File: config.mk
export PLATFORM = sky130hd
export DESIGN_NAME = lbde_mul
export DESIGN_NICKNAME = d
export VERILOG_FILES = /design/src/lbde_pkg.sv /design/src/lbde_mul.sv
export SDC_FILE = /design/constraint.sdc
export NUM_CORES = 2
export LEC_CHECK = 0
export BUFFER_PORTS_ARGS = -buffer_cell sky130_fd_sc_hd__clkbuf_2
export CAP_MARGIN = 20
export CORE_MARGIN = 3
export CORE_UTILIZATION = 50
export DETAILED_ROUTE_END_ITERATION = 16
export PLACE_DENSITY = 0.78
export SYNTH_ARGS = -nofsm -noshare
export SYNTH_HDL_FRONTEND = slang
export SYNTH_SLANG_ARGS = --single-unit
File: constraint.sdc
create_clock -name clk -period 28.2 [get_ports clk]
set_clock_uncertainty 0.15 [all_clocks]
set_input_delay 1.41 -clock clk [delete_from_list [all_inputs] [get_ports clk]]
set_output_delay 1.41 -clock clk [all_outputs]
set_load 0.03 [all_outputs]
File: src/lbde_pkg.sv
// Shared types, constants and saturation helpers for the Legendre basis evaluator.
package lbde_pkg;

  typedef enum logic [4:0] {
    ST_IDLE,
    ST_RECIP,
    ST_RNEG,
    ST_INIT1,
    ST_STEP_CHK,
    ST_M1,
    ST_M2,
    ST_M3,
    ST_M4,
    ST_DIV,
    ST_AUX,
    ST_ORD_CHK,
    ST_SC_LOAD,
    ST_SC_MUL,
    ST_SC_CMD,
    ST_EMIT,
    ST_ZERO
  } state_t;

  localparam logic [1:0] STATUS_OK   = 2'd0;
  localparam logic [1:0] STATUS_SAT  = 2'd1;
  localparam logic [1:0] STATUS_TAU0 = 2'd2;

  localparam logic signed [63:0] ONE_Q24   = 64'sh0000_0000_0100_0000;
  localparam logic signed [63:0] VAL_MAX   = 64'sh7FFF_FFFF_FFFF_FFFF;
  localparam logic signed [63:0] VAL_MIN   = 64'sh8000_0000_0000_0000;
  localparam logic [63:0]        RECIP_NUM = 64'h0002_0000_0000_0000;

  typedef struct packed {
    logic               start;
    logic signed [63:0] a;
    logic signed [63:0] b;
    logic [5:0]         sh;
  } mul_req_t;

  typedef struct packed {
    logic               done;
    logic               ovf;
    logic signed [63:0] res;
  } mul_rsp_t;

  typedef struct packed {
    logic        start;
    logic [63:0] n;
    logic [31:0] dv;
  } div_req_t;

  typedef struct packed {
    logic        done;
    logic [63:0] q;
  } div_rsp_t;

  function automatic logic [63:0] mag(input logic signed [63:0] a);
    mag = a[63] ? (~a + 64'd1) : a;
  endfunction

  // Returns {overflow, value}.
  function automatic logic [64:0] from_mag(input logic [63:0] q, input logic neg);
    logic [64:0] r;
    if (neg) begin
      if (q > 64'h8000_0000_0000_0000) r = {1'b1, VAL_MIN};
      else                             r = {1'b0, ~q + 64'd1};
    end else begin
      if (q[63]) r = {1'b1, VAL_MAX};
      else       r = {1'b0, q};
    end
    from_mag = r;
  endfunction

  function automatic logic [64:0] sat_add(input logic signed [63:0] a,
                                          input logic signed [63:0] b);
    logic signed [63:0] s;
    logic [64:0] r;
    s = a + b;
    if (a[63] == b[63] && s[63] != a[63]) r = {1'b1, a[63] ? VAL_MIN : VAL_MAX};
    else                                  r = {1'b0, s};
    sat_add = r;
  endfunction

  function automatic logic [64:0] sat_sub(input logic signed [63:0] a,
                                          input logic signed [63:0] b);
    logic signed [63:0] s;
    logic [64:0] r;
    s = a - b;
    if (a[63] != b[63] && s[63] != a[63]) r = {1'b1, a[63] ? VAL_MIN : VAL_MAX};
    else                                  r = {1'b0, s};
    sat_sub = r;
  endfunction

endpackage

File: src/lbde_mul.sv
// Multi-cycle 64 by 64 signed multiplier with rounding shift and saturation.
module lbde_mul (
  input  logic                clk,
  input  logic                rst,
  input  lbde_pkg::mul_req_t  req,
  output lbde_pkg::mul_rsp_t  rsp
);

  logic [63:0]  ua;
  logic [63:0]  ub;
  logic         neg;
  logic [5:0]   sh;
  logic [127:0] acc;
  logic [2:0]   step;
  logic         run;
  logic         done;
  logic         ovf;
  logic signed [63:0] res;

  logic [31:0]  xa;
  logic [31:0]  xb;
  logic [63:0]  pp;
  logic [6:0]   off;
  logic [127:0] half;
  logic [127:0] rnd;
  logic [127:0] q;
  logic [64:0]  fm;

  // One 32 by 32 partial product a cycle.
  always_comb begin
    xa = step[1] ? ua[63:32] : ua[31:0];
    xb = step[0] ? ub[63:32] : ub[31:0];
    pp = xa * xb;
    case (step)
      3'd0:    off = 7'd0;
      3'd1:    off = 7'd32;
      3'd2:    off = 7'd32;
      3'd3:    off = 7'd64;
      default: off = 7'd0;
    endcase
    half = (sh == 6'd0) ? 128'd0 : (128'd1 << (sh - 6'd1));
    rnd  = acc + half;
    q    = rnd >> sh;
    fm   = lbde_pkg::from_mag(q[63:0], neg);
  end

  always_ff @(posedge clk) begin
    if (rst) begin
      run  <= 1'b0;
      done <= 1'b0;
    end else begin
      done <= 1'b0;
      if (req.start) begin
        run  <= 1'b1;
        step <= 3'd0;
        acc  <= 128'd0;
        ua   <= lbde_pkg::mag(req.a);
        ub   <= lbde_pkg::mag(req.b);
        neg  <= req.a[63] ^ req.b[63];
        sh   <= req.sh;
      end else if (run) begin
        if (step == 3'd4) begin
          run  <= 1'b0;
          done <= 1'b1;
          if (|q[127:64]) begin
            ovf <= 1'b1;
            res <= neg ? lbde_pkg::VAL_MIN : lbde_pkg::VAL_MAX;
          end else begin
            ovf <= fm[64];
            res <= fm[63:0];
          end
        end else begin
          acc  <= acc + ({64'd0, pp} << off);
          step <= step + 3'd1;
        end
      end
    end
  end

  assign rsp.done = done;
  assign rsp.ovf  = ovf;
  assign rsp.res  = res;

endmodule

== Word level (Yosys, flattened, before mapping) ==
Index checks and enable logic that the tools add are counted.
Storage, ports and cells
  register bits after elaboration: 333
  input port bits: 137
  output and inout port bits: 66
  word-level logic and storage cells: 63
Cells by class
  $mul: 1
  add/subtract/negate cells: 7
  multiplexer cells: 19
  bitwise operators: 7
  shift-type cells: 3
  magnitude comparators: 1
  eq/ne operators: 5
  reduce and logical (&&, ||, !) cells: 8
Operators with widths (count)
  two-way mux 128 bit: 3
  adder 128 bit: 2
  two-way mux 65 bit: 3
  adder 64 x 1 -> 64 bit, second input constant: 3
  NOT 64 bit: 3
  two-way mux 64 bit: 2
  left shift 1 x 6 -> 128 bit, first input constant: 1
  left shift 64 x 7 -> 128 bit: 1
  right shift 128 x 6 -> 128 bit: 1
  two-way mux 63 bit: 2
  greater-than comparator 64 bit, second input constant: 1
  multiplier 32 x 32 -> 64 bit: 1
  two-way mux 32 bit: 2
  OR reduction 64 bit: 1
  case mux 7 bit (2 select lines): 1
  equality test 3 x 2 -> 1 bit, second input constant: 2
  logical NOT 6 bit: 1
  two-way mux 3 bit: 2
  subtractor 6 x 1 -> 6 bit, second input constant: 1
  two-way mux 1 bit: 4
  AND reduction 4 bit: 1
  adder 3 x 1 -> 3 bit, second input constant: 1
  equality test 3 x 1 -> 1 bit, second input constant: 1
  equality test 3 bit, second input constant: 1
  other kinds (8): 10

== Logic depth before layout (Yosys ltp) ==
  word-level depth: 10
  depth in mapped cells: 59
  gate-level depth less buffers: 55

== Worst setup path after synthesis ==
No wires, ideal clock.
  path type: register -> register
  from: reg step[0]
  to: reg acc[121], data pin
  clock period less this slack: 13.510 ns
  setup time: 0.266 ns
  path buffers: 4
  cell stages (with the launch flop): 54
  path slack: 14.690 ns
  data required time: 27.784 ns
  arrival time: 13.094 ns
  cells stage by stage: edfxtp_1 > clkbuf_1 > buf_1 > mux2i_1 > clkbuf_1 > nor2_1 > fa_1 > fa_1 > fa_1 > inv_1 > fa_1 > inv_1 > fa_1 > inv_1 > fa_1 > inv_1 > fa_1 > fa_1 > [... 18 more ...] > nor2_1 > ha_1 > clkbuf_1 > nand2_1 > nor3_1 > and3_1 > a31oi_1 > o21ai_0 > a21boi_0 > o311a_1 > o21a_1 > o2111ai_1 > a31oi_1 > o31ai_1 > a21oi_1 > o21bai_1 > xnor2_1 > nor2_1
On the way
  word-level cells in the longest chain between the ends: 7
  elaborated cells between the ends (all ways): 11
  classes of those cells: 1 x add/sub; 1 x mul; 3 x eq/ne; 1 x shift; 4 x mux; 1 x reduce/logical
RTL lines
  start, declared: RTL line lbde_mul.sv:14  | logic [2:0] step;
  start signal, assigned: RTL line lbde_mul.sv:74  | step <= step + 3'd1;
  parallel branches: the longest is 3 deep, another holds multiplier 32 x 32 -> 64 bit
  left shift 64 x 7 -> 128 bit (*): RTL line lbde_mul.sv:73  | acc <= acc + ({64'd0, pp} << off);
  adder 128 bit (*): RTL line lbde_mul.sv:73
  two-way mux 128 bit (*): RTL line lbde_mul.sv:62  | if (step == 3'd4) begin
  two-way mux 128 bit (*): RTL line lbde_mul.sv:61  | end else if (run) begin
  end signal, assigned: RTL line lbde_mul.sv:73
  end, declared: RTL line lbde_mul.sv:13  | logic [127:0] acc;
Every way passes the cells marked *. The select of a mux whose other input is x is not followed.
A chain may end at the register's enable or synchronous reset.

== Worst setup path in the final report ==
  from: reg step[0]
  to: reg acc[119], data pin
Same word-level chain as after synthesis.

==> results.md <==
- Outcome: finished, final reports clean
- CTS Sinks: 333
- DRC viols: 0
- Synth top area share: 23.0%
- Initial antenna violation count: 26
- Fmax: 61.0 MHz
- Final ANT Viol Nets: 0
- Asr flop ratio synth: 0%
- Min cycle time layout: 16.39 ns
- Die Ht: 401 um
- Final Hold Fails: 0
- Setup TNS: 0 ns
- Synth Area in Compound Gates: 19.8%
- Synth cell types: 119
- Critical path's most frequent cell: fa_1
- CP max stage delay: 0.80 ns
- H-tree depth: 2
- Mux cell area share after synthesis: 4.68%
- CP Capture Type: flop
- P&R area growth vs syn: 6.70%
- Dpl hpwl: 324 mm
- Mapped Cells: 9652
- Most used flip-flop cell after synthesis: edfxtp_1
- Area share of and/or/nand/nor cells after synthesis: 20.9%
- WL/cell: 35.0 um
- Largest fanout on the critical path: 51
- Total Routing Usage GR: 49.5%
- Max-cap violation count: 0
- Nets: 11100
- Hold_buf cts: 0
- Post_cts resized: 0
- Core Area: 155000 um2
- Final critical-path share of the clock period: 58.1%
- Initial DRC count: 11800
- Root buf cell: clkbuf_16
- WP data required: 28.44 ns
- Placer Congestion: 1.13
- CP Launch Type: flop
- Vias/cell: 7.07
- Clock transition at path regs: 0.07 ns
- Synth Area in XOR/XNOR: 4.10%
- Synth Area in Adders: 30.4%
- Critical path class: reg -> reg
- Post-CTS Repair Setup Buffers: 0
- WHS: 0.379 ns
- Ratio of cells with drive above 1 in the final layout: 9.06%
- Synth warn: 0
- Rel. slew slack: 11.3%
- Initial Utilization: 50.6%
- First-pass GRT wire length: 577 mm
- Cts bufs inserted: 42
- Net Count, Synth: 11200
- Most frequent cells after synthesis: 1300 x nor2_1, 1022 x nand2_1, 950 x inv_1
- Fillcell total: 14300
- Slowest cell on crit path: buf_4
- Most frequent cell after synthesis: nor2_1
- Worst-Margin Slew: 1.32 ns
- I/O pins: 203
- Row cnt: 144
- Syn_area_per_cell: 8.10 um2
- Chip width: 401 um
- Worst skew pair latency: 0.67 ns
- HP Class: reg -> reg
- Synth area leader: fa_1
- Fin. max-slew vios: 0
- Max clock buf depth: 3
- Final Setup Violations: 0
- Port Buf Inserts: 202
- Sequential area share after synthesis: 12.8%
- Synth area leaders: fa_1 23%, edfxtp_1 13%, ha_1 7.4%
- DR vias: 82800
- EDFF count, synth: 331
- Die ar.: 161000 um2
- Unrepaired setup endpoints after global routing: no
- TritonRoute pass-1 iters: 7
- Final WL: 409 mm
- Synth Register Bits: 333
- Overflow left after global routing: 0
- Largest net degree at the start of global routing: 111
- Number of global-route vias before repair: 80400
- CTS tree: done
- Largest family of logic cells by synthesized area: adder cells
- Netlist Area Pre-Place: 78200 um2
- Critical Path AT: 16.63 ns
## cell usage in the layout, fill, tap and decap left out, types with 96 or more instances in the layout
cell / count
nand4_1: 160
fa_1: 898
ha_1: 464
o21ai_0: 370
clkbuf_2: 201
mux2_2: 115
mux2i_1: 130
nand2_1: 1022
xnor2_1: 260
a21oi_1: 463
nand3_1: 185
nor3_1: 153
inv_1: 949
nor2_1: 1294
a211oi_1: 108
or3_1: 96
edfxtp_1: 331
buf_4: 235
a21o_1: 185
and3_1: 98
## critical path, delay by kind of cell (launching register included)
family / cells / cell delay (ns)
compound gates: 23 / 6.45
fa+ha+maj: 10 / 4.84
simple gates: 11 / 1.60
flops: 1 / 0.78
xor+xnor: 2 / 0.49
buf+inv: 6 / 1.41
mux: 1 / 0.34
## through the flow
stage          area [um2]  instances  setup WS (ns)  utilization, %
2_1_floorplan       78200       9652          14.69               -
3_3_place_gp        81800      11600          12.53            52.9
3_5_place_dp        81800      11600          12.29            52.9
4_1_cts             83100      11700          12.26            53.7
5_1_grt             83300      11700          11.31            53.9
6_report            83400      11700          11.81            53.9
## flip-flops by register name, indices dropped and copies added, names as in the netlist
| register | count |
|---|---|
| res | 64 |
| ovf | 1 |
| acc | 128 |
| ua | 64 |
| sh | 6 |
| ub | 64 |
| done | 1 |
| run | 1 |
| neg | 1 |
| step | 3 |
## cells by family (layout without fill, tap and decap cells)
logic type	after synthesis	in the layout
buf+inv	1493	1482
fa+ha+maj	1363	1363
xor+xnor	366	366
mux	315	315
flops	333	333
compound gates	2239	2239
other cells	0	22
simple gates	3543	3543
## per-layer routing
metal / wire length, um / GRT usage [%]
met1: 135000 / 55.8
met2: 171000 / 72.6
met3: 54400 / 17.7
met4: 48900 / 46.9
met5: 153 / 0
## path summary, 6_finish.rpt
check / from / to / slack, ns / cells after the start
min: run$_SDFF_PP0_ / done$_SDFF_PP0_ / 0.38 / 1
max: step[0]$_SDFFCE_PP0P_ / acc[119]$_SDFFCE_PP0P_ / 11.81 / 53
min reg2reg: run$_SDFF_PP0_ / done$_SDFF_PP0_ / 0.38 / 1
max reg2reg: step[0]$_SDFFCE_PP0P_ / acc[119]$_SDFFCE_PP0P_ / 11.81 / 53
## final cells by class
| cell class | instances | area (um2) | share of cell area, % |
|---|---|---|---|
| diodes | 22 | 55.1 | 0.0660 |
| clock buffers | 46 | 1090 | 1.30 |
| clock inverters | 24 | 170 | 0.204 |
| inverters | 956 | 3590 | 4.31 |
| multi-input cells | 7826 | 62900 | 75.4 |
| flip-flops and latches | 333 | 9980 | 12.0 |
| well taps | 2044 | 2560 | 3.07 |
| repair buffers | 456 | 3050 | 3.66 |
Power is left out: the tool's default activity adds up to more than one toggle a clock period on the data nets, which glitch-free logic cannot reach.
