[config.mk]
export PLATFORM = sky130hd
export DESIGN_NAME = lbde_div
export DESIGN_NICKNAME = d
export VERILOG_FILES = /design/src/lbde_pkg.sv /design/src/lbde_div.sv
export SDC_FILE = /design/constraint.sdc
export NUM_CORES = 1
export LEC_CHECK = 0
export ABC_AREA = 1
export BUFFER_PORTS_ARGS = -buffer_cell sky130_fd_sc_hd__buf_2
export CORE_UTILIZATION = 30
export DETAILED_ROUTE_END_ITERATION = 16
export GPL_TIMING_DRIVEN = 0
export PLACE_DENSITY = 0.5
export SYNTH_ARGS = -nofsm -noshare
export SYNTH_HDL_FRONTEND = slang
export SYNTH_SLANG_ARGS = --single-unit
[constraint.sdc]
create_clock -name clk -period 6.5 [get_ports clk]
set_input_delay 0.65 -clock clk [delete_from_list [all_inputs] [get_ports clk]]
set_output_delay 0.65 -clock clk [all_outputs]
set_load 0.02 [all_outputs]
[src/lbde_pkg.sv]
// Shared types, constants and saturation helpers for the Legendre basis evaluator.
package lbde_pkg;

  typedef enum logic [4:0] {
    ST_IDLE,
    ST_RECIP,
    ST_RNEG,
    ST_INIT1,
    ST_STEP_CHK,
    ST_M1,
    ST_M2,
    ST_M3,
    ST_M4,
    ST_DIV,
    ST_AUX,
    ST_ORD_CHK,
    ST_SC_LOAD,
    ST_SC_MUL,
    ST_SC_CMD,
    ST_EMIT,
    ST_ZERO
  } state_t;

  localparam logic [1:0] STATUS_OK   = 2'd0;
  localparam logic [1:0] STATUS_SAT  = 2'd1;
  localparam logic [1:0] STATUS_TAU0 = 2'd2;

  localparam logic signed [63:0] ONE_Q24   = 64'sh0000_0000_0100_0000;
  localparam logic signed [63:0] VAL_MAX   = 64'sh7FFF_FFFF_FFFF_FFFF;
  localparam logic signed [63:0] VAL_MIN   = 64'sh8000_0000_0000_0000;
  localparam logic [63:0]        RECIP_NUM = 64'h0002_0000_0000_0000;

  typedef struct packed {
    logic               start;
    logic signed [63:0] a;
    logic signed [63:0] b;
    logic [5:0]         sh;
  } mul_req_t;

  typedef struct packed {
    logic               done;
    logic               ovf;
    logic signed [63:0] res;
  } mul_rsp_t;

  typedef struct packed {
    logic        start;
    logic [63:0] n;
    logic [31:0] dv;
  } div_req_t;

  typedef struct packed {
    logic        done;
    logic [63:0] q;
  } div_rsp_t;

  function automatic logic [63:0] mag(input logic signed [63:0] a);
    mag = a[63] ? (~a + 64'd1) : a;
  endfunction

  // Returns {overflow, value}.
  function automatic logic [64:0] from_mag(input logic [63:0] q, input logic neg);
    logic [64:0] r;
    if (neg) begin
      if (q > 64'h8000_0000_0000_0000) r = {1'b1, VAL_MIN};
      else                             r = {1'b0, ~q + 64'd1};
    end else begin
      if (q[63]) r = {1'b1, VAL_MAX};
      else       r = {1'b0, q};
    end
    from_mag = r;
  endfunction

  function automatic logic [64:0] sat_add(input logic signed [63:0] a,
                                          input logic signed [63:0] b);
    logic signed [63:0] s;
    logic [64:0] r;
    s = a + b;
    if (a[63] == b[63] && s[63] != a[63]) r = {1'b1, a[63] ? VAL_MIN : VAL_MAX};
    else                                  r = {1'b0, s};
    sat_add = r;
  endfunction

  function automatic logic [64:0] sat_sub(input logic signed [63:0] a,
                                          input logic signed [63:0] b);
    logic signed [63:0] s;
    logic [64:0] r;
    s = a - b;
    if (a[63] != b[63] && s[63] != a[63]) r = {1'b1, a[63] ? VAL_MIN : VAL_MAX};
    else                                  r = {1'b0, s};
    sat_sub = r;
  endfunction

endpackage

[src/lbde_div.sv]
// Restoring divider, one quotient bit a cycle, 64-bit dividend by 32-bit divisor.
module lbde_div (
  input  logic                clk,
  input  logic                rst,
  input  lbde_pkg::div_req_t  req,
  output lbde_pkg::div_rsp_t  rsp
);

  logic [32:0] rem;
  logic [63:0] quo;
  logic [31:0] dv;
  logic [6:0]  cnt;
  logic        run;
  logic        done;
  logic [32:0] shifted;
  logic [33:0] trial;

  always_comb begin
    shifted = {rem[31:0], quo[63]};
    trial   = {1'b0, shifted} - {2'b00, dv};
  end

  always_ff @(posedge clk) begin
    if (rst) begin
      run  <= 1'b0;
      done <= 1'b0;
    end else begin
      done <= 1'b0;
      if (req.start) begin
        run <= 1'b1;
        rem <= 33'd0;
        quo <= req.n;
        dv  <= req.dv;
        cnt <= 7'd64;
      end else if (run) begin
        if (trial[33]) begin
          rem <= shifted;
          quo <= {quo[62:0], 1'b0};
        end else begin
          rem <= trial[32:0];
          quo <= {quo[62:0], 1'b1};
        end
        cnt <= cnt - 7'd1;
        if (cnt == 7'd1) begin
          run  <= 1'b0;
          done <= 1'b1;
        end
      end
    end
  end

  assign rsp.done = done;
  assign rsp.q    = quo;

endmodule

Yosys cells after proc, flatten, opt, wreduce, memory -nomap -nowiden

Index checks and enable logic that the tools add are counted.

Register bits: 137
Input port bits: 99
Output and inout bits: 65
Logic and storage cells: 25

Add/subtract/negate cells: 2
Multiplexer cells: 10
Reductions and logical operators: 4
Eq/ne operators: 1
Bitwise gates (word level): 2

Operators by type and width:

| operator                                                              | number |
|---|---|
| 64-bit two-way mux                                                    | 2 |
| 32-bit two-way mux                                                    | 2 |
| 33-bit by 32-bit subtractor with 34-bit output                        | 1 |
| 7-bit by 1-bit equality test with 1-bit output, second input constant | 1 |
| 7-bit two-way mux                                                     | 1 |
| 7-bit by 1-bit subtractor with 7-bit output, second input constant    | 1 |
| 1-bit two-way mux                                                     | 5 |
| 2-bit AND reduction                                                   | 2 |
| 3-bit OR reduction                                                    | 1 |
| 1-bit inverter                                                        | 2 |
| 2-bit nonzero test                                                    | 1 |

Depth between registers and ports, before layout

Gate-level depths: netlist (run 1).

Word-level depth: 4
Mapped depth: 16
Gate-level depth less buffers: 16

Least setup slack after synthesis (run 1)

OpenSTA, ideal clock, no wires.

Path kind: input-to-reg
Start: in req[96] (netlist bit)
End: reg cnt[0], enable pin
Setup time: 602 ps
Cell stages on the path: 4
Path slack: -262 ps
Data arrival time: 6,160 ps
Cells stage by stage: clkbuf_1 > inv_2 > clkbuf_1 > a21oi_1

Cells in the longest elaborated chain, start to end: 2

RTL lines:

| element                       | line           | text |
|---|---|---|
| start: declaration            | lbde_div.sv:5  | `input lbde_pkg::div_req_t req,` |
| 2-bit nonzero test (no line)  | -              |  |
| 2-bit AND reduction (no line) | -              |  |
| end signal: assignment        | lbde_div.sv:43 | `cnt <= cnt - 7'd1;` |
| end: declaration              | lbde_div.sv:12 | `logic [6:0] cnt;` |

Every way passes these cells.
A chain may end at the register's enable or synchronous reset.

Final worst setup path (run 1)

Start: in req[96] (netlist bit)
End: reg quo[34], enable pin

Cells in the longest elaborated chain, start to end: 2

RTL lines:

| element                       | line           | text |
|---|---|---|
| 2-bit nonzero test (no line)  | -              |  |
| 2-bit AND reduction (no line) | -              |  |
| end signal: assignment        | lbde_div.sv:32 | `quo <= req.n;` |
| end signal: assignment        | lbde_div.sv:38 | `quo <= {quo[62:0], 1'b0};` |
| end signal: assignment        | lbde_div.sv:41 | `quo <= {quo[62:0], 1'b1};` |
| end: declaration              | lbde_div.sv:10 | `logic [63:0] quo;` |

Every way passes these cells.

==> impl_metrics.csv, run 1 <==
group,metric,value,unit
sta,final_min_period_over_clock_period,41.4,%
critical_path,reg2regPathDepth,16,
sta,worst-slew-pin-transition,0.783,ns
critical_path,worst_setup_path_start_kind,"input pin",
floorplanning,die_x,169,µm
floorplanning,ios,164,
floorplanning,fp-row-count,60,
yosys,yosysSeqAreaShare,48.8,%
yosys,synth.cell_area,8390,µm²
layout,multi_input_combinational_cell_area,3530,µm²
status,outcome,"completed",
detailed_routing,viasPerCell,4.38,
sta,clock-skew-final,0.0115,ns
critical_path,slowest_library_cell_on_the_worst_path,"a21oi_4",
sta,final-setup-viol-count,0,
cts,htreeDepth,4,
cts,numCtsBuffers,17,
cts,cts_hold_repair.buffers,0,
critical_path,critPathMaxStageDelay,0.69,ns
layout,post_route_cells_drive_above_1_share,18.1,%
detailed_routing,vias,7308,
detailed_routing,route.antenna.remaining_nets,0,
floorplanning,die_height,169,µm
layout,finish.cell_count_without_fillers,1669,
sta,period_minus_slack,2.69,ns
cts,clockRootBuffer,"clkbuf_16",
critical_path,reg2reg_to,"rem[28]$_SDFFCE_PP0P_",
detailed_routing,drt_iter0_markers,446,
detailed_routing,route.detailed.drc,0,
power_and_ir_drop,powerDensity,270,nW/µm²
critical_path,worstPathCellList,"clkbuf_1, inv_2, clkbuf_1, a21oi_4, buf_16, buf_16",
critical_path,worst_ep_required_time,6.64,ns
power_and_ir_drop,leakagePower,5.39,nW
sta,finalMaxSlewViolations,0,
cts,tritoncts,"built",
detailed_routing,dr_pass1_iterations,7,
sta,totalNegativeSetupSlack,0,ns
layout,seqCellArea,4090,µm²
cts,cts_num_sinks,137,
floorplanning,core_region_area,27200,µm²
global_routing,gr-usage-all-layers,16.8,%
critical_path,reg2reg_setup_slack,3.91,ns
cts,worst_setup_hold_path_clk_slew,0.07,ns
global_routing,grt-ovfl-total,0,
global_routing,grt_pass1_vias,7201,
sta,unrepaired_setup_endpoints_after_global_routing,"false",
layout,layout.nets,1416,
yosys,synth-seq-cells,137,
critical_path,critical_path.reg2reg.startpoint,"quo[63]$_DFFE_PP_",
power_and_ir_drop,max-vdd-ir-drop,0.000129,V
critical_path,crit_path_max_fanout,20,
global_routing,maximum_number_of_pins_on_one_net_before_global_route_repair,23,
yosys,syn-num-nets,1229,
floorplanning,initial_core_util,30.9,%
hold_path,min_path_type,"in2reg",
yosys,synthDistinctLibCells,38,
floorplanning,design.die.area,28600,µm²
yosys,synthesis.instances,1095,
critical_path,worstSetupEndpoint,"quo[34]$_DFFE_PP_",
critical_path,cp_data_arrival_time,2.82,ns
critical_path,critical_path.startpoint,"req[96]",
critical_path,cp_class,"in2reg",
global_routing,antenna_found_initial,3,
cts,cts-root-to-sink-buffers,2,
critical_path,endpoint_kind,"flip-flop",
detailed_routing,post_drt_wl_per_cell,14.0,µm
job,max_cap_violations,0,
place,dp.final_hpwl,18.0,mm
power_and_ir_drop,p_total,2.83,mW
sta,max_freq,0.372,GHz
yosys,synth_area_per_cell,7.66,µm²
global_routing,global_route_wire_length_before_repair,37.4,mm
detailed_routing,postRouteWirelength,23.3,mm
cts,clock_latency_of_the_later_clocked_register_in_the_worst_skew_pair,0.43,ns
layout,syn2layout_area_growth,24.9,%
yosys,ys.warnings.count,0,
sta,relSlewSlack,47.8,%
cts,post_cts_buffers,0,
layout,fillers,2886,
place,numPortBuffers,162,
place,gp_routability_congestion,0.919,
place,post-place-cells,1635,
sta,final_hold_viol_count,0,
cts,postCtsResizedCells,0,
==> cells in the final DEF, fill, tap and decap left out, types with 3 or more instances in the layout <==
master,instances
a21oi_1,20
and2_1,4
buf_1,4
buf_16,6
buf_2,165
buf_6,3
clkbuf_1,13
clkbuf_16,17
edfxtp_1,135
ha_1,34
inv_1,164
inv_2,10
inv_6,7
inv_8,4
nand2_1,501
nand2_2,3
nand3_1,32
nand3b_1,19
nand4_1,7
nor2_1,98
xor2_1,15
==> metrics by stage <==
step	area [µm²]	worst slack, ns	hold WS [ns]	utilization [%]
floorplan	8400	1.78	0.442	-
global placement	9670	-0.595	0.461	35.6
detailed placement	9850	3.29	0.500	36.3
CTS	10500	3.73	0.378	38.5
global route	10500	3.62	0.378	38.6
finish	10500	3.81	0.387	38.6
==> cell usage after synthesis <==
library cell	count	area [µm²]
a21oi_1	21	105
a21oi_2	1	8.76
a21oi_4	1	16.3
and2_1	4	25.0
buf_1	4	15.0
buf_2	3	15.0
buf_4	1	7.51
buf_6	3	33.8
clkbuf_1	13	48.8
clkinv_1	1	3.75
dfxtp_1	2	40.0
edfxtp_1	135	4050
fa_1	1	20.0
ha_1	34	425
inv_1	164	616
inv_2	10	37.5
inv_4	1	6.26
nand2_1	501	1880
nand2_2	3	18.8
nand2_4	1	11.3
nand2_8	1	20.0
nand3_1	32	160
nand3_2	2	20.0
nand3b_1	19	143
nand4_1	7	43.8
nor2_1	99	372
nor2_2	2	12.5
nor2_8	1	20.0
nor3_1	2	10.0
nor4_1	2	12.5
o21a_1	1	7.51
o21ai_0	2	10.0
o21ai_1	1	5.00
o21bai_1	1	7.51
o31ai_1	1	7.51
or2_2	2	12.5
xnor2_1	1	8.76
xor2_1	15	131
==> cells by family (layout without fill, tap and decap cells) <==
logic type	after synthesis	in the layout	share of synthesized area (%)
DFF	137	137	48.8
other	0	2	0
AOI/OAI and AO/OA	29	29	2.00
adders and majority gates	35	35	5.31
xor gates and xnor gates	16	16	1.67
buffers and inverters	200	400	9.33
and+or+nand+nor	678	678	32.9
==> cell type report <==
cell class	count	share of cell area [%]
inverters	176	6.33
repair buffers	168	9.31
plain buffers	24	1.15
well taps	372	4.44
diodes	2	0.0477
clock buffers	17	4.06
multi-input cells	758	33.7
flip-flops and latches	137	39.1
clock inverters	15	1.90
==> sequential cells by signal, summed over array words and instances, names as in the netlist <==
register,count
run,1
dv,32
done,1
quo,64
rem,32
cnt,7
==> where the power goes <==
group	total [mW]	switching (mW)	internal [mW]
combinational	0.674	0.435	0.239
clock	1.06	0.465	0.591
sequential	1.09	0.0327	1.06
total	2.83	0.933	1.89
==> worst max-delay path, delay by kind of cell <==
| family | cells | cell delay (ns) |
|---|---|---|
| AOI/OAI and AO/OA | 1 | 0.69 |
| buffers and inverters | 5 | 1.47 |
==> layer usage <==
layer	track usage [%]	up-vias	wire, µm
met5	0	-	8
met4	4.90	2	395
met3	4.52	28	1650
met2	27.4	217	10500
met1	21.8	3287	10700
li1	-	3774	-
==> worst min path at each step <==
stage	from	cells past startpoint	end	slack (ns)
6_report	req[15]	1	dv[15]$_DFFE_PP_	0.39
5_1_grt	req[10]	1	dv[10]$_DFFE_PP_	0.38
4_1_cts	req[15]	1	dv[15]$_DFFE_PP_	0.38
3_5_place_dp	run$_SDFF_PP0_	2	done$_SDFF_PP0_	0.50
3_3_place_gp	run$_SDFF_PP0_	2	done$_SDFF_PP0_	0.46
2_1_floorplan	run$_SDFF_PP0_	2	done$_SDFF_PP0_	0.44
Power figures use the tool's default switching activity.
==> inputs of run 2 (changes only) <==
--- a/config.mk
+++ b/config.mk
@@ -10,7 +10,7 @@
 export CORE_UTILIZATION = 30
 export DETAILED_ROUTE_END_ITERATION = 16
 export GPL_TIMING_DRIVEN = 0
-export PLACE_DENSITY = 0.5
+export PLACE_DENSITY = 0.49
 export SYNTH_ARGS = -nofsm -noshare
 export SYNTH_HDL_FRONTEND = slang
 export SYNTH_SLANG_ARGS = --single-unit
==> constraint.sdc (replaced) <==
create_clock -name clk -period 2.7 [get_ports clk]
set_input_delay 0.27 -clock clk [delete_from_list [all_inputs] [get_ports clk]]
set_output_delay 0.27 -clock clk [all_outputs]
set_load 0.02 [all_outputs]
==> run 2 against run 1 <==
Cell count up 1.1%. Design area up 2.3%. Core utilization grew 0.88 points. Global-route usage down 0.064 points. Via count up 0.48%. Critical path depth increased by 9. Sequential share of layout area is 0.88 points lower. First-iteration DRC count fell by 5.2%. Worst hold slack worse by 0.36 ns. Critical path type is now reg2reg.
==> impl_metrics.csv, run 2 (synthesized netlist as in run 1, its figures left out) <==
group,metric,value,unit
status,outcome,"completed",
layout,fillers,2864,
cts,clock_latency_of_the_later_clocked_register_in_the_worst_skew_pair,0.43,ns
layout,final_util,39.5,%
hold_path,min_path_type,"in2reg",
global_routing,grt-ovfl-total,0,
layout,final_design_area_no_fill,10700,µm²
sta,final_hold_viol_count,0,
job,max_cap_violations,0,
layout,antenna_cells_inserted,0,
hold_path,worst_hold_path.endpoint,"dv[2]$_DFFE_PP_",
floorplanning,ios,164,
sta,unrepaired_setup_endpoints_after_global_routing,"false",
critical_path,reg2reg_setup_slack,0.24,ns
detailed_routing,dr_pass1_iterations,5,
detailed_routing,route.detailed.drc,0,
place,placed_area,9840,µm²
cts,post_cts_buffers,0,
sta,final_min_period_over_clock_period,91.0,%
detailed_routing,met1_length,10.8,mm
detailed_routing,drt_iter0_markers,423,
sta,clock-skew-final,0.0141,ns
sta,relSlewSlack,54.1,%
cts,htreeDepth,4,
cts,clockRootBuffer,"clkbuf_16",
detailed_routing,vias,7343,
place,gp_routability_congestion,0.880,
layout,syn2layout_area_growth,27.8,%
floorplanning,core_region_area,27200,µm²
layout,seqCellArea,4090,µm²
sta,finalMaxSlewViolations,0,
power_and_ir_drop,leakagePower,5.48,nW
floorplanning,initial_core_util,30.9,%
detailed_routing,route.antenna.remaining_nets,0,
detailed_routing,postRouteWirelength,23.0,mm
critical_path,reg2reg_to,"rem[17]$_SDFFCE_PP0P_",
sta,max_freq,0.407,GHz
place,numPortBuffers,162,
global_routing,gr-usage-all-layers,16.8,%
detailed_routing,met3RoutedLength,1.50,mm
floorplanning,design.die.area,28600,µm²
global_routing,global_route_wire_length_before_repair,37.4,mm
layout,layout.cells.most_common_list,"nand2_1, inv_1, buf_2",
layout,multi_input_combinational_cell_area,3550,µm²
place,pre_cts_slack,0.133,ns
critical_path,crit_path_max_fanout,10,
place,post-place-cells,1634,
floorplanning,die_x,169,µm
layout,largest-register,"quo",
floorplanning,fp-row-count,60,
cts,worst_setup_hold_path_clk_slew,0.07,ns
hold_path,worst_hold_path.num_cells,1,
layout,post_route_cells_drive_above_1_share,17.9,%
cts,numCtsBuffers,17,
power_and_ir_drop,p_total,6.92,mW
power_and_ir_drop,max-vdd-ir-drop,0.000499,V
global_routing,grt_pass1_vias,7329,
layout,mostFrequentLayoutCell,"nand2_1",
place,dp.final_hpwl,18.1,mm
detailed_routing,post_drt_wl_per_cell,13.6,µm
layout,largest_reg_flops,64,
sta,period_minus_slack,2.46,ns
sta,fin_hold_ws,0.0254,ns
floorplanning,die_height,169,µm
layout,layout.nets,1436,
layout,finish.cell_count_without_fillers,1687,
sta,timing.final.ws_setup,0.244,ns
layout,largestRegisters,"quo (64), dv (32), rem (32)",
critical_path,reg2regPathDepth,15,
cts,cts_num_sinks,137,
critical_path,cp_class,"reg2reg",
hold_path,hp-start,"req[2]",
sta,worst-slew-pin-transition,0.689,ns
critical_path,worst_ep_required_time,2.96,ns
detailed_routing,viasPerCell,4.35,
critical_path,worst_setup_path_start_kind,"flip-flop",
power_and_ir_drop,powerDensity,645,nW/µm²
cts,tritoncts,"built",
critical_path,critical_path.reg2reg.startpoint,"rem[5]$_SDFFCE_PP0P_",
cts,cts-root-to-sink-buffers,2,
detailed_routing,routed-wl-met2,10.4,mm
global_routing,antenna_found_initial,1,
detailed_routing,maxUsedRoutingLayer,"met5",
sta,totalNegativeSetupSlack,0,ns
global_routing,maximum_number_of_pins_on_one_net_before_global_route_repair,27,
sta,final-setup-viol-count,0,
critical_path,cp_data_arrival_time,2.72,ns
critical_path,endpoint_kind,"flip-flop",
run 2: changes by cell type in the layout (fill, tap and decap cells not counted), moves of 3 or more:
cell,before,now
dlygate4sd3_1,0,21
inv_6,7,2
buf_16,6,2
buf_12,0,3
bufinv_16,2,5
clkinv_4,0,3
run 2: repair_timing:
| action | in CTS | in global routing |
|---|---|---|
| setup endpoints to repair | 0 | 14 |
| hold buffers | 21 | 0 |
| resized for setup | 0 | 5 |
| endpoints found under the hold margin | 21 | 0 |
run 2: power by group:
group | switching [mW] | internal (mW)
registers | 0.0767 | 2.56
logic | 1.06 | 0.592
clock network | 0.983 | 1.65
total | 2.11 | 4.80
run 2: worst max-delay path by stage:
stage          slack (ns)               endpoint  depth (start not counted)            startpoint
2_1_floorplan       -0.04   cnt[0]$_SDFFCE_PP0P_                          4               req[96]
3_3_place_gp        -1.10  rem[11]$_SDFFCE_PP0P_                          4               req[96]
3_5_place_dp         0.13  rem[28]$_SDFFCE_PP0P_                         16     quo[63]$_DFFE_PP_
4_1_cts              0.10  rem[28]$_SDFFCE_PP0P_                         16     quo[63]$_DFFE_PP_
5_1_grt              0.02  rem[17]$_SDFFCE_PP0P_                         15  rem[5]$_SDFFCE_PP0P_
6_report             0.24  rem[17]$_SDFFCE_PP0P_                         15  rem[5]$_SDFFCE_PP0P_
run 2: final cells by class:
type | count | area share, %
clock buffers | 19 | 4.04
clock inverters | 13 | 2.02
flip-flops and latches | 137 | 38.2
inverters | 176 | 6.26
plain buffers | 24 | 1.44
well taps | 372 | 4.34
repair buffers | 188 | 10.6
multi-input cells | 758 | 33.1
run 2: worst max-delay path, stage by stage, from the launching register on:
cell and delay (ns):
edfxtp_1 0.39, ha_1 0.37, nand2_1 0.08, nand2_1 0.09
nand2_1 0.07, nand2_1 0.08, inv_1 0.08, nand3_2 0.15
nand2_1 0.14, nand2_2 0.10, nand2_8 0.13, nand2_8 0.09
inv_4 0.12, buf_6 0.17, nor2_1 0.06, nor2_2 0.18
run 2: routing by layer:
| metal | vias to the layer above | global-route usage (%) |
|---|---|---|
| met1 | 3327 | 21.6 |
| met2 | 184 | 27.3 |
| met5 | - | 0 |
| li1 | 3810 | - |
| met4 | 2 | 4.66 |
| met3 | 20 | 4.94 |
==> inputs of run 3 (changes only) <==
--- a/config.mk
+++ b/config.mk
@@ -7,6 +7,7 @@
 export LEC_CHECK = 0
 export ABC_AREA = 1
 export BUFFER_PORTS_ARGS = -buffer_cell sky130_fd_sc_hd__buf_2
+export CORE_ASPECT_RATIO = 0.9
 export CORE_UTILIZATION = 30
 export DETAILED_ROUTE_END_ITERATION = 16
 export GPL_TIMING_DRIVEN = 0
@@ -14,3 +15,4 @@
 export SYNTH_ARGS = -nofsm -noshare
 export SYNTH_HDL_FRONTEND = slang
 export SYNTH_SLANG_ARGS = --single-unit
+export TNS_END_PERCENT = 5
==> run 3 against run 2 <==
Routed wire length rose by 0.50%. Sequential share of layout area rose by 0.13 points. Non-clock buffer count unchanged. Flip-flop and latch count unchanged. Clock skew grew 0.0035 ns. Largest cell class unchanged. Highest routed layer is now met4. Cell count decreased by 1.0%. Core utilization is 0.23 points lower. Die area about the same. Global-route usage up 0.13 points. Via count is 0.69% lower. Critical path type unchanged.
==> impl_metrics.csv, run 3 (synthesized netlist as in run 1, its figures left out) <==
group,metric,value,unit
hold_path,hp-start,"req[28]",
power_and_ir_drop,max-vdd-ir-drop,0.000437,V
detailed_routing,route.detailed.drc,0,
critical_path,critical_path.startpoint,"rem[7]$_SDFFCE_PP0P_",
power_and_ir_drop,leakagePower,5.48,nW
critical_path,cp_class,"reg2reg",
global_routing,maximum_number_of_pins_on_one_net_before_global_route_repair,24,
sta,final_hold_viol_count,0,
place,numPortBuffers,162,
detailed_routing,vias,7292,
floorplanning,die_x,178,µm
job,max_cap_violations,0,
sta,worst-slew-pin-transition,0.697,ns
status,outcome,"completed",
critical_path,cp_data_arrival_time,2.81,ns
detailed_routing,viasPerCell,4.37,
critical_path,path_common_cell,"nand2_1",
critical_path,reg2regPathDepth,15,
detailed_routing,route.antenna.remaining_nets,0,
cts,clockRootBuffer,"clkbuf_16",
cts,worst_setup_hold_path_clk_slew,0.07,ns
layout,largest-register,"quo",
sta,unrepaired_setup_endpoints_after_global_routing,"false",
layout,final_design_area_no_fill,10700,µm²
sta,relSlewSlack,53.6,%
hold_path,worst_hold_path.num_cells,1,
sta,finalMaxSlewViolations,0,
critical_path,crit_path_max_fanout,10,
layout,layout.nets,1436,
cts,cts_num_sinks,137,
layout,mostFrequentLayoutCell,"nand2_1",
power_and_ir_drop,powerDensity,628,nW/µm²
critical_path,critPathMaxStageDelay,0.39,ns
layout,largest_reg_flops,64,
critical_path,worstPathCellList,"ha_1, nand2_1, nand2_1, inv_2, nand2_1, inv_1, nand3_2, nand2_1, nand2_2, nand2_8, nand2_8, inv_4, buf_6, nor2_1, nor2_2",
sta,period_minus_slack,2.54,ns
sta,max_freq,0.394,GHz
global_routing,global_route_wire_length_before_repair,37.3,mm
floorplanning,fp-row-count,57,
hold_path,min_path_type,"in2reg",
layout,syn2layout_area_growth,27.3,%
place,placed_area,9870,µm²
critical_path,worst_ep_required_time,2.97,ns
global_routing,gr-usage-all-layers,16.9,%
global_routing,grt-ovfl-total,0,
sta,totalNegativeSetupSlack,0,ns
detailed_routing,postRouteWirelength,23.1,mm
place,dp.final_hpwl,18.0,mm
critical_path,critical_path.reg2reg.startpoint,"rem[7]$_SDFFCE_PP0P_",
cts,cts-root-to-sink-buffers,2,
cts,post_cts_buffers,0,
layout,layout.cells.most_common_list,"nand2_1, inv_1, buf_2",
detailed_routing,post_drt_wl_per_cell,13.8,µm
sta,clock-skew-final,0.0176,ns
sta,final_min_period_over_clock_period,94.0,%
floorplanning,die_height,161,µm
critical_path,reg2reg_to,"rem[17]$_SDFFCE_PP0P_",
detailed_routing,drt_iter0_markers,491,
cts,htreeDepth,4,
critical_path,reg2reg_setup_slack,0.16,ns
floorplanning,initial_core_util,30.8,%
critical_path,worst_setup_path_start_kind,"flip-flop",
global_routing,grt_pass1_vias,7224,
critical_path,slowest_library_cell_on_the_worst_path,"edfxtp_1",
cts,tritoncts,"built",
cts,numCtsBuffers,17,
floorplanning,core_region_area,27200,µm²
layout,largestRegisters,"quo (64), dv (32), rem (32)",
sta,final-setup-viol-count,0,
layout,post_route_cells_drive_above_1_share,18.2,%
critical_path,critical_path_buf_inv_count,4,
global_routing,antenna_found_initial,1,
cts,clock_latency_of_the_later_clocked_register_in_the_worst_skew_pair,0.44,ns
place,gp_routability_congestion,0.872,
critical_path,timing.critical_path.max_delay_family,"simple AND/OR/NAND/NOR gates",
hold_path,worst_hold_path.endpoint,"dv[28]$_DFFE_PP_",
floorplanning,design.die.area,28600,µm²
detailed_routing,dr_pass1_iterations,7,
floorplanning,ios,164,
critical_path,endpoint_kind,"flip-flop",
==> run 3: worst max-delay path by stage <==
stage / end / slack [ns] / cells after the start
final: rem[17]$_SDFFCE_PP0P_ / 0.16 / 15
after global placement: rem[12]$_SDFFCE_PP0P_ / -1.13 / 4
after CTS: rem[28]$_SDFFCE_PP0P_ / 0.07 / 16
after floorplan: cnt[0]$_SDFFCE_PP0P_ / -0.04 / 4
after detailed placement: rem[28]$_SDFFCE_PP0P_ / 0.1 / 16
after global routing: rem[17]$_SDFFCE_PP0P_ / 0.006 / 15
==> run 3: area by class of cell <==
class / instances / area, µm²
Tap cell: 354 / 443
Multi-Input combinational cell: 758 / 3550
Clock buffer: 17 / 425
Fill cell: 2884 / 16600
Sequential cell: 137 / 4090
Inverter: 176 / 671
Clock inverter: 15 / 165
Buffer: 24 / 154
Antenna cell: 1 / 2.50
Timing Repair Buffer: 188 / 1180
==> run 3: routing by layer <==
| layer | part of all wire, % | GRT usage, % | routed length (µm) |
|---|---|---|---|
| met5 | 0 | 0 | 0 |
| met4 | 0.84 | 4.04 | 193 |
| met3 | 7.4 | 4.85 | 1710 |
| met2 | 44 | 26.1 | 10200 |
| met1 | 48 | 23.2 | 11000 |
==> run 3: what timing repair did <==
item / in CTS / in global routing
setup endpoints to repair: 0 / 13
endpoints found under the hold margin: 20 / 0
resized for setup: 0 / 6
hold buffers: 20 / 0
==> run 3: through the flow <==
| stage | instances | setup WS, ns | power (mW) | util [%] | hold slack (ns) |
|---|---|---|---|---|---|
| 6_report | 1670 | 0.162 | 6.71 | 39.2 | 0.0193 |
| 5_1_grt | 1669 | 0.00618 | 7.12 | 39.2 | 0.000253 |
| 4_1_cts | 1669 | 0.0685 | 6.79 | 39.1 | 0.000417 |
| 3_5_place_dp | 1617 | 0.0954 | 4.32 | 36.2 | 0.448 |
| 3_3_place_gp | 1611 | -1.13 | 4.28 | 35.6 | 0.447 |
| 2_1_floorplan | 1095 | -0.0413 | 3.81 | - | 0.347 |
==> run 3: power breakdown <==
| group | internal (mW) | switching, mW |
|---|---|---|
| combinational | 0.602 | 1.06 |
| sequential | 2.56 | 0.0774 |
| clock | 1.38 | 1.03 |
| total | 4.54 | 2.17 |
